==> src/ctg_pkg.sv <==
// ----------------------------------------------------------------------------
// ctg_pkg
// Shared types, constants and helpers of the Cayley table group check.
// ----------------------------------------------------------------------------
package ctg_pkg;

  // largest domain the table store can hold
  localparam int MAX_ORDER = 16;

  // fixed field widths
  localparam int VAL_W   = 4;
  localparam int ORD_W   = 5;
  localparam int CFG_W   = ORD_W;
  localparam int CFG_IDX_W = 1;

  // derived widths
  localparam int IDX_W  = (MAX_ORDER > 1) ? $clog2(MAX_ORDER) : 1;
  localparam int CNT_W  = $clog2(MAX_ORDER + 1);
  localparam int ADDR_W = 2 * IDX_W;
  localparam int DEPTH  = 1 << ADDR_W;

  // configuration register indexes
  typedef enum logic [CFG_IDX_W-1:0] {
    CFG_GROUP_ORDER = 1'b0,
    CFG_IDENTITY    = 1'b1
  } cfg_reg_e;

  // controller states
  typedef enum logic [3:0] {
    ST_IDLE,
    ST_RNG_RD,
    ST_RNG_CHK,
    ST_ID_RD,
    ST_ID_CHK,
    ST_AS_AB_RD,
    ST_AS_AB_WT,
    ST_AS_C_RD,
    ST_AS_C_WT,
    ST_AS_CMP,
    ST_INV_RD,
    ST_INV_CHK,
    ST_DONE
  } state_e;

  // loop counter operations
  typedef enum logic [2:0] {
    CNT_HOLD,
    CNT_CLR,
    CNT_STEP_A,
    CNT_STEP_B,
    CNT_STEP_C
  } cnt_op_e;

  // table read address selection
  typedef enum logic [1:0] {
    RD_AB,
    RD_ID,
    RD_BC,
    RD_A_BC
  } rd_sel_e;

  typedef struct packed {
    cnt_op_e cnt_op;
    rd_sel_e rd_sel;
    logic    flags_init;
    logic    fail_range;
    logic    fail_id;
    logic    fail_as;
    logic    fail_inv;
    logic    ld_ab;
    logic    ld_lhs;
    logic    ld_out;
  } dp_cmd_t;

  typedef struct packed {
    logic e_bad;
    logic range_fail;
    logic id_mismatch;
    logic as_mismatch;
    logic inv_hit;
    logic a_last;
    logic b_last;
    logic c_last;
  } dp_sts_t;

  typedef struct packed {
    logic identity_pass;
    logic assoc_pass;
    logic inverse_ok;
    logic range_ok;
  } result_t;

  // table value to row or column index
  function automatic logic [IDX_W-1:0] to_idx(logic [VAL_W-1:0] v);
    return IDX_W'(v);
  endfunction

endpackage

==> src/ctg_ifs.sv <==
// ----------------------------------------------------------------------------
// ctg_ifs
// Valid/ready channels of the Cayley table group check: table entries in,
// verdicts out.
// ----------------------------------------------------------------------------
interface ctg_entry_if;
  logic                      valid;
  logic                      ready;
  logic [ctg_pkg::VAL_W-1:0] entry_row;
  logic [ctg_pkg::VAL_W-1:0] entry_col;
  logic [ctg_pkg::VAL_W-1:0] entry_value;
  logic                      last_entry;

  modport source (
    output valid, entry_row, entry_col, entry_value, last_entry,
    input  ready
  );
  modport sink (
    input  valid, entry_row, entry_col, entry_value, last_entry,
    output ready
  );
endinterface

interface ctg_result_if;
  logic valid;
  logic ready;
  logic identity_pass;
  logic assoc_pass;
  logic inverse_ok;
  logic range_ok;

  modport source (
    output valid, identity_pass, assoc_pass, inverse_ok, range_ok,
    input  ready
  );
  modport sink (
    input  valid, identity_pass, assoc_pass, inverse_ok, range_ok,
    output ready
  );
endinterface

==> src/cayley_table_group_check.sv <==
// ----------------------------------------------------------------------------
// cayley_table_group_check
// Loads an operation table over {0..n-1} and checks the group axioms for a
// configured identity element.
// ----------------------------------------------------------------------------
// Table entries (row, column, value) are taken one beat per cycle while the
// block is idle and go straight into a 16x16 table memory; entries with a row
// or column outside the table are dropped, and the table keeps its contents
// between checks. The beat marked last is stored and then starts a check,
// during which the entry channel is held off. The check runs on one table
// memory with two registered read ports and visits the table in order: a
// range sweep (values and the identity must lie below n, else all four
// verdicts are 0 and the sweeps below are skipped), an identity sweep, an
// associativity sweep in which each triple needs a chain of three dependent
// table reads, and an inverse search, after which the verdict is posted.
// Sweeps stop early at their first failure; the worst case of a check is set
// by the associativity read chain. One verdict beat comes out per check, held
// in an output register so that table loading for the next check can go on
// while it waits. group_order (index 0, resets to 1, saturates at 16) and
// identity_element (index 1, resets to 0) are written through the config
// port; the user must write them only while the block is idle, the block
// itself does not enforce it. The table memory has no reset; a check that
// reads an entry that was never written gives undefined verdicts.
// ----------------------------------------------------------------------------
module cayley_table_group_check (
  input  logic                          clk_i,
  input  logic                          rst_ni,
  ctg_entry_if.sink                     entry_i,
  ctg_result_if.source                  result_o,
  input  logic                          cfg_we_i,
  input  logic [ctg_pkg::CFG_IDX_W-1:0] cfg_idx_i,
  input  logic [ctg_pkg::CFG_W-1:0]     cfg_wdata_i
);

  // configuration registers
  logic [ctg_pkg::ORD_W-1:0] order_q;
  logic [ctg_pkg::VAL_W-1:0] ident_q;

  logic             entry_fire;
  logic             in_ready;
  logic             out_valid;
  ctg_pkg::dp_cmd_t cmd;
  ctg_pkg::dp_sts_t sts;
  ctg_pkg::result_t res;

  always_ff @(posedge clk_i or negedge rst_ni) begin
    if (!rst_ni) begin
      order_q <= ctg_pkg::ORD_W'(1);
      ident_q <= '0;
    end else if (cfg_we_i) begin
      case (cfg_idx_i)
        ctg_pkg::CFG_GROUP_ORDER: order_q <= cfg_wdata_i[ctg_pkg::ORD_W-1:0];
        ctg_pkg::CFG_IDENTITY:    ident_q <= cfg_wdata_i[ctg_pkg::VAL_W-1:0];
        default: begin
          order_q <= order_q;
        end
      endcase
    end
  end

  // every accepted beat writes the table, last or not
  assign entry_fire    = entry_i.valid && in_ready;
  assign entry_i.ready = in_ready;

  ctg_ctrl u_ctrl (
    .clk_i       (clk_i),
    .rst_ni      (rst_ni),
    .in_valid_i  (entry_i.valid),
    .last_i      (entry_i.last_entry),
    .in_ready_o  (in_ready),
    .out_valid_o (out_valid),
    .out_ready_i (result_o.ready),
    .sts_i       (sts),
    .cmd_o       (cmd)
  );

  ctg_dp u_dp (
    .clk_i    (clk_i),
    .rst_ni   (rst_ni),
    .order_i  (order_q),
    .ident_i  (ident_q),
    .wr_en_i  (entry_fire),
    .wr_row_i (entry_i.entry_row),
    .wr_col_i (entry_i.entry_col),
    .wr_val_i (entry_i.entry_value),
    .cmd_i    (cmd),
    .sts_o    (sts),
    .res_o    (res)
  );

  // verdict beat
  assign result_o.valid         = out_valid;
  assign result_o.identity_pass = res.identity_pass;
  assign result_o.assoc_pass    = res.assoc_pass;
  assign result_o.inverse_ok    = res.inverse_ok;
  assign result_o.range_ok      = res.range_ok;

endmodule

==> src/ctg_dp.sv <==
// ----------------------------------------------------------------------------
// ctg_dp
// Datapath: table memory with two registered read ports, loop counters,
// verdict flags and the result register.
// ----------------------------------------------------------------------------
module ctg_dp (
  input  logic                      clk_i,
  input  logic                      rst_ni,
  input  logic [ctg_pkg::ORD_W-1:0] order_i,
  input  logic [ctg_pkg::VAL_W-1:0] ident_i,
  input  logic                      wr_en_i,
  input  logic [ctg_pkg::VAL_W-1:0] wr_row_i,
  input  logic [ctg_pkg::VAL_W-1:0] wr_col_i,
  input  logic [ctg_pkg::VAL_W-1:0] wr_val_i,
  input  ctg_pkg::dp_cmd_t          cmd_i,
  output ctg_pkg::dp_sts_t          sts_o,
  output ctg_pkg::result_t          res_o
);

  logic [ctg_pkg::VAL_W-1:0]  mem [ctg_pkg::DEPTH];
  logic [ctg_pkg::VAL_W-1:0]  rd_a_q, rd_b_q;
  logic [ctg_pkg::ADDR_W-1:0] ra, rb, wa;
  logic                       wr_ok;

  logic [ctg_pkg::CNT_W-1:0]  n;
  logic [ctg_pkg::IDX_W-1:0]  e_idx;
  logic [ctg_pkg::IDX_W-1:0]  a_q, a_d, b_q, b_d, c_q, c_d;
  logic [ctg_pkg::IDX_W-1:0]  ab_q;
  logic [ctg_pkg::VAL_W-1:0]  lhs_q;
  logic                       id_ok_q, as_ok_q, inv_ok_q, bad_q;
  ctg_pkg::result_t           res_q;

  // order saturates at the store size
  assign n = (32'(order_i) > ctg_pkg::MAX_ORDER) ?
             ctg_pkg::CNT_W'(ctg_pkg::MAX_ORDER) : ctg_pkg::CNT_W'(order_i);
  assign e_idx = ctg_pkg::to_idx(ident_i);

  // entries outside the store are dropped
  assign wr_ok = wr_en_i && (32'(wr_row_i) < ctg_pkg::MAX_ORDER)
                         && (32'(wr_col_i) < ctg_pkg::MAX_ORDER);
  assign wa    = {ctg_pkg::to_idx(wr_row_i), ctg_pkg::to_idx(wr_col_i)};

  always_comb begin
    case (cmd_i.rd_sel)
      ctg_pkg::RD_AB: begin
        ra = {a_q, b_q};
        rb = {b_q, a_q};
      end
      ctg_pkg::RD_ID: begin
        ra = {e_idx, a_q};
        rb = {a_q, e_idx};
      end
      ctg_pkg::RD_BC: begin
        ra = {b_q, c_q};
        rb = {ab_q, c_q};
      end
      ctg_pkg::RD_A_BC: begin
        ra = {a_q, ctg_pkg::to_idx(rd_a_q)};
        rb = {a_q, b_q};
      end
      default: begin
        ra = {a_q, b_q};
        rb = {b_q, a_q};
      end
    endcase
  end

  always_ff @(posedge clk_i) begin
    if (wr_ok) begin
      mem[wa] <= wr_val_i;
    end
    rd_a_q <= mem[ra];
    rd_b_q <= mem[rb];
  end

  // loop counters
  always_comb begin
    a_d = a_q;
    b_d = b_q;
    c_d = c_q;
    case (cmd_i.cnt_op)
      ctg_pkg::CNT_CLR: begin
        a_d = '0;
        b_d = '0;
        c_d = '0;
      end
      ctg_pkg::CNT_STEP_A: begin
        a_d = ctg_pkg::IDX_W'(a_q + 1'b1);
        b_d = '0;
        c_d = '0;
      end
      ctg_pkg::CNT_STEP_B: begin
        if (sts_o.b_last) begin
          b_d = '0;
          a_d = ctg_pkg::IDX_W'(a_q + 1'b1);
        end else begin
          b_d = ctg_pkg::IDX_W'(b_q + 1'b1);
        end
      end
      ctg_pkg::CNT_STEP_C: begin
        if (!sts_o.c_last) begin
          c_d = ctg_pkg::IDX_W'(c_q + 1'b1);
        end else begin
          c_d = '0;
          if (sts_o.b_last) begin
            b_d = '0;
            a_d = ctg_pkg::IDX_W'(a_q + 1'b1);
          end else begin
            b_d = ctg_pkg::IDX_W'(b_q + 1'b1);
          end
        end
      end
      default: begin
        a_d = a_q;
      end
    endcase
  end

  always_ff @(posedge clk_i or negedge rst_ni) begin
    if (!rst_ni) begin
      a_q      <= '0;
      b_q      <= '0;
      c_q      <= '0;
      id_ok_q  <= 1'b1;
      as_ok_q  <= 1'b1;
      inv_ok_q <= 1'b1;
      bad_q    <= 1'b0;
    end else begin
      a_q <= a_d;
      b_q <= b_d;
      c_q <= c_d;
      if (cmd_i.flags_init) begin
        id_ok_q  <= 1'b1;
        as_ok_q  <= 1'b1;
        inv_ok_q <= 1'b1;
        bad_q    <= sts_o.e_bad;
      end else begin
        if (cmd_i.fail_range) bad_q    <= 1'b1;
        if (cmd_i.fail_id)    id_ok_q  <= 1'b0;
        if (cmd_i.fail_as)    as_ok_q  <= 1'b0;
        if (cmd_i.fail_inv)   inv_ok_q <= 1'b0;
      end
    end
  end

  // operand hold registers and result
  always_ff @(posedge clk_i) begin
    if (cmd_i.ld_ab) begin
      ab_q <= ctg_pkg::to_idx(rd_a_q);
    end
    if (cmd_i.ld_lhs) begin
      lhs_q <= rd_b_q;
    end
    if (cmd_i.ld_out) begin
      res_q.identity_pass <= id_ok_q  && !bad_q;
      res_q.assoc_pass    <= as_ok_q  && !bad_q;
      res_q.inverse_ok    <= inv_ok_q && !bad_q;
      res_q.range_ok      <= !bad_q;
    end
  end

  assign sts_o.e_bad       = 32'(ident_i) >= 32'(n);
  assign sts_o.range_fail  = 32'(rd_a_q) >= 32'(n);
  assign sts_o.id_mismatch = (32'(rd_a_q) != 32'(a_q)) || (32'(rd_b_q) != 32'(a_q));
  assign sts_o.as_mismatch = rd_a_q != lhs_q;
  assign sts_o.inv_hit     = (rd_a_q == ident_i) && (rd_b_q == ident_i);
  assign sts_o.a_last      = (32'(a_q) + 32'd1) == 32'(n);
  assign sts_o.b_last      = (32'(b_q) + 32'd1) == 32'(n);
  assign sts_o.c_last      = (32'(c_q) + 32'd1) == 32'(n);

  assign res_o = res_q;

`ifndef SYNTH
  // a range failure forces every verdict low
  a_bad_all_fail: assert property (@(posedge clk_i) disable iff (!rst_ni)
    cmd_i.ld_out && bad_q |=> res_q == '0)
    else $error("range failure did not clear all verdicts");

  // a check whose range held reports range_ok as a pass
  a_pass_needs_range: assert property (@(posedge clk_i) disable iff (!rst_ni)
    cmd_i.ld_out && !bad_q |=> res_q.range_ok)
    else $error("range verdict lost");

  // products used as indexes in the associativity sweep lie below n
  a_ab_in_range: assert property (@(posedge clk_i) disable iff (!rst_ni)
    cmd_i.ld_ab |-> 32'(rd_a_q) < 32'(n))
    else $error("product index outside the checked square");
`endif

endmodule

==> src/ctg_ctrl.sv <==
// ----------------------------------------------------------------------------
// ctg_ctrl
// Controller: sequences table loading, the range, identity, associativity
// and inverse sweeps, and the result handshake.
// ----------------------------------------------------------------------------
module ctg_ctrl (
  input  logic              clk_i,
  input  logic              rst_ni,
  input  logic              in_valid_i,
  input  logic              last_i,
  output logic              in_ready_o,
  output logic              out_valid_o,
  input  logic              out_ready_i,
  input  ctg_pkg::dp_sts_t  sts_i,
  output ctg_pkg::dp_cmd_t  cmd_o
);

  ctg_pkg::state_e state_q, state_d;
  logic            out_valid_q, out_valid_d;

  always_ff @(posedge clk_i or negedge rst_ni) begin
    if (!rst_ni) begin
      state_q     <= ctg_pkg::ST_IDLE;
      out_valid_q <= 1'b0;
    end else begin
      state_q     <= state_d;
      out_valid_q <= out_valid_d;
    end
  end

  always_comb begin
    state_d     = state_q;
    out_valid_d = out_valid_q && !out_ready_i;
    in_ready_o  = 1'b0;
    cmd_o       = '0;
    cmd_o.cnt_op = ctg_pkg::CNT_HOLD;
    cmd_o.rd_sel = ctg_pkg::RD_AB;

    case (state_q)
      ctg_pkg::ST_IDLE: begin
        in_ready_o = 1'b1;
        if (in_valid_i && last_i) begin
          cmd_o.cnt_op     = ctg_pkg::CNT_CLR;
          cmd_o.flags_init = 1'b1;
          state_d = sts_i.e_bad ? ctg_pkg::ST_DONE : ctg_pkg::ST_RNG_RD;
        end
      end
      ctg_pkg::ST_RNG_RD: begin
        cmd_o.rd_sel = ctg_pkg::RD_AB;
        state_d      = ctg_pkg::ST_RNG_CHK;
      end
      ctg_pkg::ST_RNG_CHK: begin
        if (sts_i.range_fail) begin
          cmd_o.fail_range = 1'b1;
          state_d          = ctg_pkg::ST_DONE;
        end else if (sts_i.a_last && sts_i.b_last) begin
          cmd_o.cnt_op = ctg_pkg::CNT_CLR;
          state_d      = ctg_pkg::ST_ID_RD;
        end else begin
          cmd_o.cnt_op = ctg_pkg::CNT_STEP_B;
          state_d      = ctg_pkg::ST_RNG_RD;
        end
      end
      ctg_pkg::ST_ID_RD: begin
        cmd_o.rd_sel = ctg_pkg::RD_ID;
        state_d      = ctg_pkg::ST_ID_CHK;
      end
      ctg_pkg::ST_ID_CHK: begin
        cmd_o.fail_id = sts_i.id_mismatch;
        if (sts_i.id_mismatch || sts_i.a_last) begin
          cmd_o.cnt_op = ctg_pkg::CNT_CLR;
          state_d      = ctg_pkg::ST_AS_AB_RD;
        end else begin
          cmd_o.cnt_op = ctg_pkg::CNT_STEP_A;
          state_d      = ctg_pkg::ST_ID_RD;
        end
      end
      ctg_pkg::ST_AS_AB_RD: begin
        cmd_o.rd_sel = ctg_pkg::RD_AB;
        state_d      = ctg_pkg::ST_AS_AB_WT;
      end
      ctg_pkg::ST_AS_AB_WT: begin
        cmd_o.ld_ab = 1'b1;
        state_d     = ctg_pkg::ST_AS_C_RD;
      end
      ctg_pkg::ST_AS_C_RD: begin
        cmd_o.rd_sel = ctg_pkg::RD_BC;
        state_d      = ctg_pkg::ST_AS_C_WT;
      end
      ctg_pkg::ST_AS_C_WT: begin
        cmd_o.ld_lhs = 1'b1;
        cmd_o.rd_sel = ctg_pkg::RD_A_BC;
        state_d      = ctg_pkg::ST_AS_CMP;
      end
      ctg_pkg::ST_AS_CMP: begin
        if (sts_i.as_mismatch) begin
          cmd_o.fail_as = 1'b1;
          cmd_o.cnt_op  = ctg_pkg::CNT_CLR;
          state_d       = ctg_pkg::ST_INV_RD;
        end else if (sts_i.a_last && sts_i.b_last && sts_i.c_last) begin
          cmd_o.cnt_op = ctg_pkg::CNT_CLR;
          state_d      = ctg_pkg::ST_INV_RD;
        end else begin
          cmd_o.cnt_op = ctg_pkg::CNT_STEP_C;
          state_d      = sts_i.c_last ? ctg_pkg::ST_AS_AB_RD : ctg_pkg::ST_AS_C_RD;
        end
      end
      ctg_pkg::ST_INV_RD: begin
        cmd_o.rd_sel = ctg_pkg::RD_AB;
        state_d      = ctg_pkg::ST_INV_CHK;
      end
      ctg_pkg::ST_INV_CHK: begin
        if (sts_i.inv_hit) begin
          if (sts_i.a_last) begin
            state_d = ctg_pkg::ST_DONE;
          end else begin
            cmd_o.cnt_op = ctg_pkg::CNT_STEP_A;
            state_d      = ctg_pkg::ST_INV_RD;
          end
        end else if (sts_i.b_last) begin
          cmd_o.fail_inv = 1'b1;
          state_d        = ctg_pkg::ST_DONE;
        end else begin
          cmd_o.cnt_op = ctg_pkg::CNT_STEP_B;
          state_d      = ctg_pkg::ST_INV_RD;
        end
      end
      ctg_pkg::ST_DONE: begin
        if (!out_valid_q || out_ready_i) begin
          cmd_o.ld_out = 1'b1;
          out_valid_d  = 1'b1;
          state_d      = ctg_pkg::ST_IDLE;
        end
      end
      default: begin
        state_d = ctg_pkg::ST_IDLE;
      end
    endcase
  end

  assign out_valid_o = out_valid_q;

`ifndef SYNTH
  // a last entry always starts a check
  a_last_starts: assert property (@(posedge clk_i) disable iff (!rst_ni)
    in_valid_i && in_ready_o && last_i |=> state_q != ctg_pkg::ST_IDLE)
    else $error("last entry did not start a check");

  // a pending verdict is never overwritten
  a_no_overwrite: assert property (@(posedge clk_i) disable iff (!rst_ni)
    state_q == ctg_pkg::ST_DONE && out_valid_q && !out_ready_i
      |=> state_q == ctg_pkg::ST_DONE)
    else $error("verdict overwritten while pending");

  // a new verdict only comes out of the done state
  a_verdict_src: assert property (@(posedge clk_i) disable iff (!rst_ni)
    $rose(out_valid_q) |-> $past(state_q) == ctg_pkg::ST_DONE)
    else $error("verdict raised outside done state");
`endif

endmodule

==> src/flat_wrapper.sv <==
// flat-port wrapper written by rule: the top's interface ports become plain ports
module cayley_table_group_check_flat 
  (clk_i, rst_ni, cfg_we_i, cfg_idx_i, cfg_wdata_i, entry_i_valid, entry_i_entry_row, entry_i_entry_col, entry_i_entry_value, entry_i_last_entry, entry_i_ready, result_o_valid, result_o_identity_pass, result_o_assoc_pass, result_o_inverse_ok, result_o_range_ok, result_o_ready);
  ctg_entry_if entry_i_i ();
  ctg_result_if result_o_i ();
  input  logic clk_i;
  input  logic rst_ni;
  input  logic cfg_we_i;
  input  logic [ctg_pkg::CFG_IDX_W-1:0] cfg_idx_i;
  input  logic [ctg_pkg::CFG_W-1:0] cfg_wdata_i;
  input wire logic [$bits(entry_i_i.valid)-1:0] entry_i_valid;
  input wire logic [$bits(entry_i_i.entry_row)-1:0] entry_i_entry_row;
  input wire logic [$bits(entry_i_i.entry_col)-1:0] entry_i_entry_col;
  input wire logic [$bits(entry_i_i.entry_value)-1:0] entry_i_entry_value;
  input wire logic [$bits(entry_i_i.last_entry)-1:0] entry_i_last_entry;
  output wire logic [$bits(entry_i_i.ready)-1:0] entry_i_ready;
  output wire logic [$bits(result_o_i.valid)-1:0] result_o_valid;
  output wire logic [$bits(result_o_i.identity_pass)-1:0] result_o_identity_pass;
  output wire logic [$bits(result_o_i.assoc_pass)-1:0] result_o_assoc_pass;
  output wire logic [$bits(result_o_i.inverse_ok)-1:0] result_o_inverse_ok;
  output wire logic [$bits(result_o_i.range_ok)-1:0] result_o_range_ok;
  input wire logic [$bits(result_o_i.ready)-1:0] result_o_ready;
  assign entry_i_i.valid = entry_i_valid;
  assign entry_i_i.entry_row = entry_i_entry_row;
  assign entry_i_i.entry_col = entry_i_entry_col;
  assign entry_i_i.entry_value = entry_i_entry_value;
  assign entry_i_i.last_entry = entry_i_last_entry;
  assign entry_i_ready = entry_i_i.ready;
  assign result_o_valid = result_o_i.valid;
  assign result_o_identity_pass = result_o_i.identity_pass;
  assign result_o_assoc_pass = result_o_i.assoc_pass;
  assign result_o_inverse_ok = result_o_i.inverse_ok;
  assign result_o_range_ok = result_o_i.range_ok;
  assign result_o_i.ready = result_o_ready;
  cayley_table_group_check u_core (.clk_i(clk_i), .rst_ni(rst_ni), .entry_i(entry_i_i), .result_o(result_o_i), .cfg_we_i(cfg_we_i), .cfg_idx_i(cfg_idx_i), .cfg_wdata_i(cfg_wdata_i));
endmodule
==> config.mk <==
export PLATFORM = sky130hd
export DESIGN_NAME = cayley_table_group_check_flat
export DESIGN_NICKNAME = d
export VERILOG_FILES = /design/src/ctg_pkg.sv /design/src/ctg_ifs.sv /design/src/cayley_table_group_check.sv /design/src/ctg_dp.sv /design/src/ctg_ctrl.sv /design/src/flat_wrapper.sv
export SDC_FILE = /design/constraint.sdc
export NUM_CORES = 2
export LEC_CHECK = 0
export BUFFER_PORTS_ARGS = -buffer_cell sky130_fd_sc_hd__buf_4
export CAP_MARGIN = 20
export CORE_UTILIZATION = 60
export DETAILED_ROUTE_END_ITERATION = 8
export PLACE_DENSITY = 0.85
export SLEW_MARGIN = 10
export SYNTH_ARGS = -nofsm -noshare
export SYNTH_HDL_FRONTEND = slang
export SYNTH_SLANG_ARGS = --single-unit
==> constraint.sdc <==
create_clock -name clk_i -period 4.1 [get_ports clk_i]
set_input_delay 0.205 -clock clk_i [delete_from_list [all_inputs] [get_ports clk_i]]
set_output_delay 0.205 -clock clk_i [all_outputs]
set_load 0.02 [all_outputs]
==> reports/metrics.yaml <==
outcome: "complete, but fails checks"
violations: "negative setup slack"
hp-class: "in2async"
fin_ws_ps: -30.7
wl_per_cell_um: 29.2
arrival_ps: 4720
root_buffer: "clkbuf_16"
clk_latency_ps: 710
ioPinCount: 30
slowest_delay_ps: 610
final_core_util_pct: 68.7
fin_skew_ps: 37.1
crit_path_max_fanout: 53
cts_sinks: 1074
hold_viol_final: 0
initial_utilization_pct: 61.0
worst_pin_slew_ps: 1040
r2r-end: "u_core.u_dp.rd_b_q[1]"
grt_pass1_vias: 40500
numCtsBuffers: 107
synth.distinct_cells: 88
place_congestion: 1.00
antenna_left: 0
grt_start_max_net_pins: 127
io_buffers: 29
synth_area_per_cell_um2: 11.4
drive_above_1_share_pct: 13.5
crit_type: "reg2reg"
via_per_inst: 7.11
ys_seq_area_share_pct: 60.2
fin_hold_ws_ps: 50.4
drt_iter0_markers: 7265
die_y_um: 300
path_cells: "or4b_4, clkinv_8, a22oi_1, a2bb2oi_1, buf_4, nand2b_4, buf_12, o22ai_1, nor4_1, nor4_1, mux2_2, o22ai_1, a211oi_1"
timing.rr.start: "u_core.u_ctrl.state_q[3]"
rows: 108
grtUsageTotal_pct: 38.6
synthFlopType: "edfxtp_1"
ir_worst_vdd_mv: 1.09
ys_ff_latch: 1074
clkTransAtPathRegs_ps: 60
dp_slack_ps: -223
slew_viol_final: 0
slowest_stage: "or4b_4"
wl_um: 175000
grt_antenna_before_repair: 6
async_flop_share_pct: 2.79
reg2reg_depth: 13
setup_violations: 3
grt_setup_unrepaired: "false"
htree_levels: 3
endpoint_kind: "flip-flop"
slew_headroom_pct: 30.5
core_um2: 87300
dp_hpwl_um: 112000
vias: 42700
met2_usage_pct: 57.4
fin_crit_sh_pct: 101
synth_edf_count: 1036
grt_pass1_wl_um: 258000
period_needed_ps: 4130
maxCapViolCount: 0
nNetsFinal: 4784
fmax_mhz: 242
grt_overflow: 0
drc_errors: 0
synth_cells: 4656
syn_area_um2: 53200
p_leak_nw: 21.7
grt-busiest-layer: "met2"
met3_usage_pct: 11.5
area_delta_synth_final_pct: 12.7
synth_nets: 4687
cp-start-kind: "flip-flop"
dieWidth_um: 300
powerDensity_nw_per_um2: 857
crit_required_ps: 4690
die_area_um2: 89900
grt_util_met1_pct: 50.2
rrSetupSlack_ps: -30
cts_tree: "built"
cts_buffer_depth: 3
yosysWarnings: 0
drt-pass1-iter-count: 7
-- how the worst max path moves through the flow --
| stage | slack [ps] | from | end |
|---|---|---|---|
| 2_1_floorplan | 660 | u_core.u_ctrl.state_q[1] | u_core.u_dp.rd_a_q[0] |
| 3_3_place_gp | -170 | u_core.u_ctrl.state_q[3] | u_core.u_dp.rd_b_q[1] |
| 3_5_place_dp | -220 | u_core.u_ctrl.state_q[3] | u_core.u_dp.rd_b_q[0] |
| 4_1_cts | 7 | u_core.u_ctrl.state_q[3] | u_core.u_dp.rd_b_q[0] |
| 5_1_grt | 10 | u_core.u_ctrl.state_q[3] | u_core.u_dp.rd_a_q[0] |
| 6_report | -30 | u_core.u_ctrl.state_q[3] | u_core.u_dp.rd_b_q[1] |
-- per-stage QoR --
step                      TNS, ps  cells  total power, W  area [µm²]
after detailed placement     -985   5777          0.0400       56100
after global routing            0   5999          0.0527       60000
after global placement       -508   5777          0.0396       56100
after CTS                       0   5996          0.0500       59900
after floorplan                 0   4656          0.0297       53200
final                       -41.0   6002          0.0514       60000
-- routing by layer --
metal / part of all wire, % / up-vias
li1: - / 17600
met1: 34 / 20100
met2: 44 / 4055
met3: 15 / 900
met4: 7.3 / 2
met5: 0.025 / -
-- cell type report --
cell class	count	area, µm²
Tap cell	1155	1450
Clock inverter	70	733
Multi-Input combinational cell	3206	19500
Clock buffer	129	2780
Fill cell	5991	27300
Timing Repair Buffer	342	3410
Antenna cell	4	10.0
Sequential cell	1074	32000
Inverter	22	95.1
-- synthesized netlist by cell type, types with 7 or more instances --
library cell | number | area, µm²
or4_1 | 12 | 90.1
o21ai_0 | 33 | 165
buf_4 | 22 | 165
a21oi_1 | 337 | 1690
a32oi_1 | 14 | 123
a22oi_1 | 15 | 113
inv_1 | 21 | 78.8
nor3_1 | 23 | 115
buf_2 | 128 | 641
nand2b_1 | 19 | 119
nor4_1 | 151 | 945
nand3_1 | 309 | 1550
nand2_1 | 1099 | 4130
and3_1 | 19 | 119
dfxtp_1 | 8 | 160
nand4_1 | 15 | 93.8
buf_6 | 16 | 180
mux4_2 | 105 | 2360
dfrtp_1 | 26 | 651
clkbuf_1 | 145 | 544
nor2_1 | 302 | 1130
edfxtp_1 | 1036 | 31100
a31oi_1 | 32 | 200
ha_1 | 7 | 87.6
o31ai_1 | 13 | 97.6
a311oi_1 | 17 | 149
nor2b_1 | 21 | 131
mux2_2 | 17 | 191
a21o_1 | 12 | 90.1
mux2i_1 | 338 | 3380
buf_1 | 32 | 120
a211oi_1 | 14 | 105
xor2_1 | 9 | 78.8
a221oi_1 | 7 | 61.3
o22ai_1 | 159 | 995
-- report_power, final --
| part | switching (W) | internal [W] |
|---|---|---|
| Combinational | 0.0180 | 0.0110 |
| Sequential | 0.000299 | 0.0122 |
| Clock | 0.00432 | 0.00561 |
-- cells in the final DEF (no fill, tap or decap), types with 7 or more instances in the layout --
| cell | n |
|---|---|
| nor4_2 | 10 |
| a31oi_1 | 31 |
| a311oi_1 | 17 |
| and3_1 | 19 |
| nand4_1 | 15 |
| nor2_1 | 299 |
| or4_1 | 12 |
| edfxtp_1 | 1036 |
| o22ai_1 | 158 |
| mux2_2 | 17 |
| dfrtp_1 | 26 |
| dfxtp_1 | 8 |
| buf_4 | 260 |
| nand2b_1 | 15 |
| a21oi_1 | 335 |
| buf_12 | 62 |
| a21o_1 | 11 |
| o31ai_1 | 13 |
| mux4_2 | 105 |
| ha_1 | 7 |
| clkinv_1 | 21 |
| bufinv_16 | 12 |
| clkinv_2 | 20 |
| inv_1 | 21 |
| dlygate4sd3_1 | 16 |
| nor2b_1 | 21 |
| nor4_1 | 140 |
| clkbuf_1 | 21 |
| a211oi_1 | 14 |
| nor3_1 | 22 |
| clkinvlp_4 | 7 |
| nand3_1 | 309 |
| o21ai_0 | 33 |
| a22oi_1 | 15 |
| clkbuf_16 | 108 |
| a221oi_1 | 7 |
| mux2i_1 | 338 |
| nand2_1 | 1098 |
| a32oi_1 | 14 |
| xor2_1 | 9 |
-- critical path: cells and delay by family, from the launching register on --
family / cells / cell delay (ps)
AOI/OAI and AO/OA: 5 / 910
buffers and inverters: 3 / 650
DFF: 1 / 480
muxes: 1 / 330
and+or+nand+nor: 4 / 1640
-- logic make-up (layout without fill, tap and decap cells) --
logic type      Yosys count  in the layout  synth area share (%)
other cells               0              4                     0
simple gates           2006           2006                  16.4
fa+ha+maj                10             10                 0.221
buf+inv                 376            563                  3.61
mux                     461            461                  11.2
compound gates          713            713                  8.12
flops                  1074           1074                  60.2
xor+xnor                 16             16                 0.315
-- flip-flops by register name, summed over array words and instances, names as in the netlist --
signal                     cells
u_core.u_dp.a_q                4
u_core.u_dp.rd_a_q             4
u_core.u_ctrl.out_valid_o      1
u_core.order_q                 5
u_core.u_dp.rd_b_q             4
u_core.u_dp.c_q                4
u_core.u_dp.id_ok_q            1
u_core.u_dp.mem             1024
u_core.u_dp.bad_q              1
u_core.ident_q                 4
u_core.u_dp.inv_ok_q           1
u_core.u_dp.as_ok_q            1
u_core.u_dp.lhs_q              4
u_core.u_dp.ab_q               4
u_core.u_dp.res_o              4
u_core.u_ctrl.state_q          4
u_core.u_dp.b_q                4
-- what timing repair did --
item | 4_1_cts | 5_1_grt
pin swaps | 1 | 2
endpoints found under the hold margin | 47 | 0
gates cloned | 0 | 0
gates resized for setup | 2 | 15
setup buffers | 3 | 2
hold buffers | 17 | 0
endpoints found under the setup margin | 6 | 6
(Power assumes the default switching activity.)
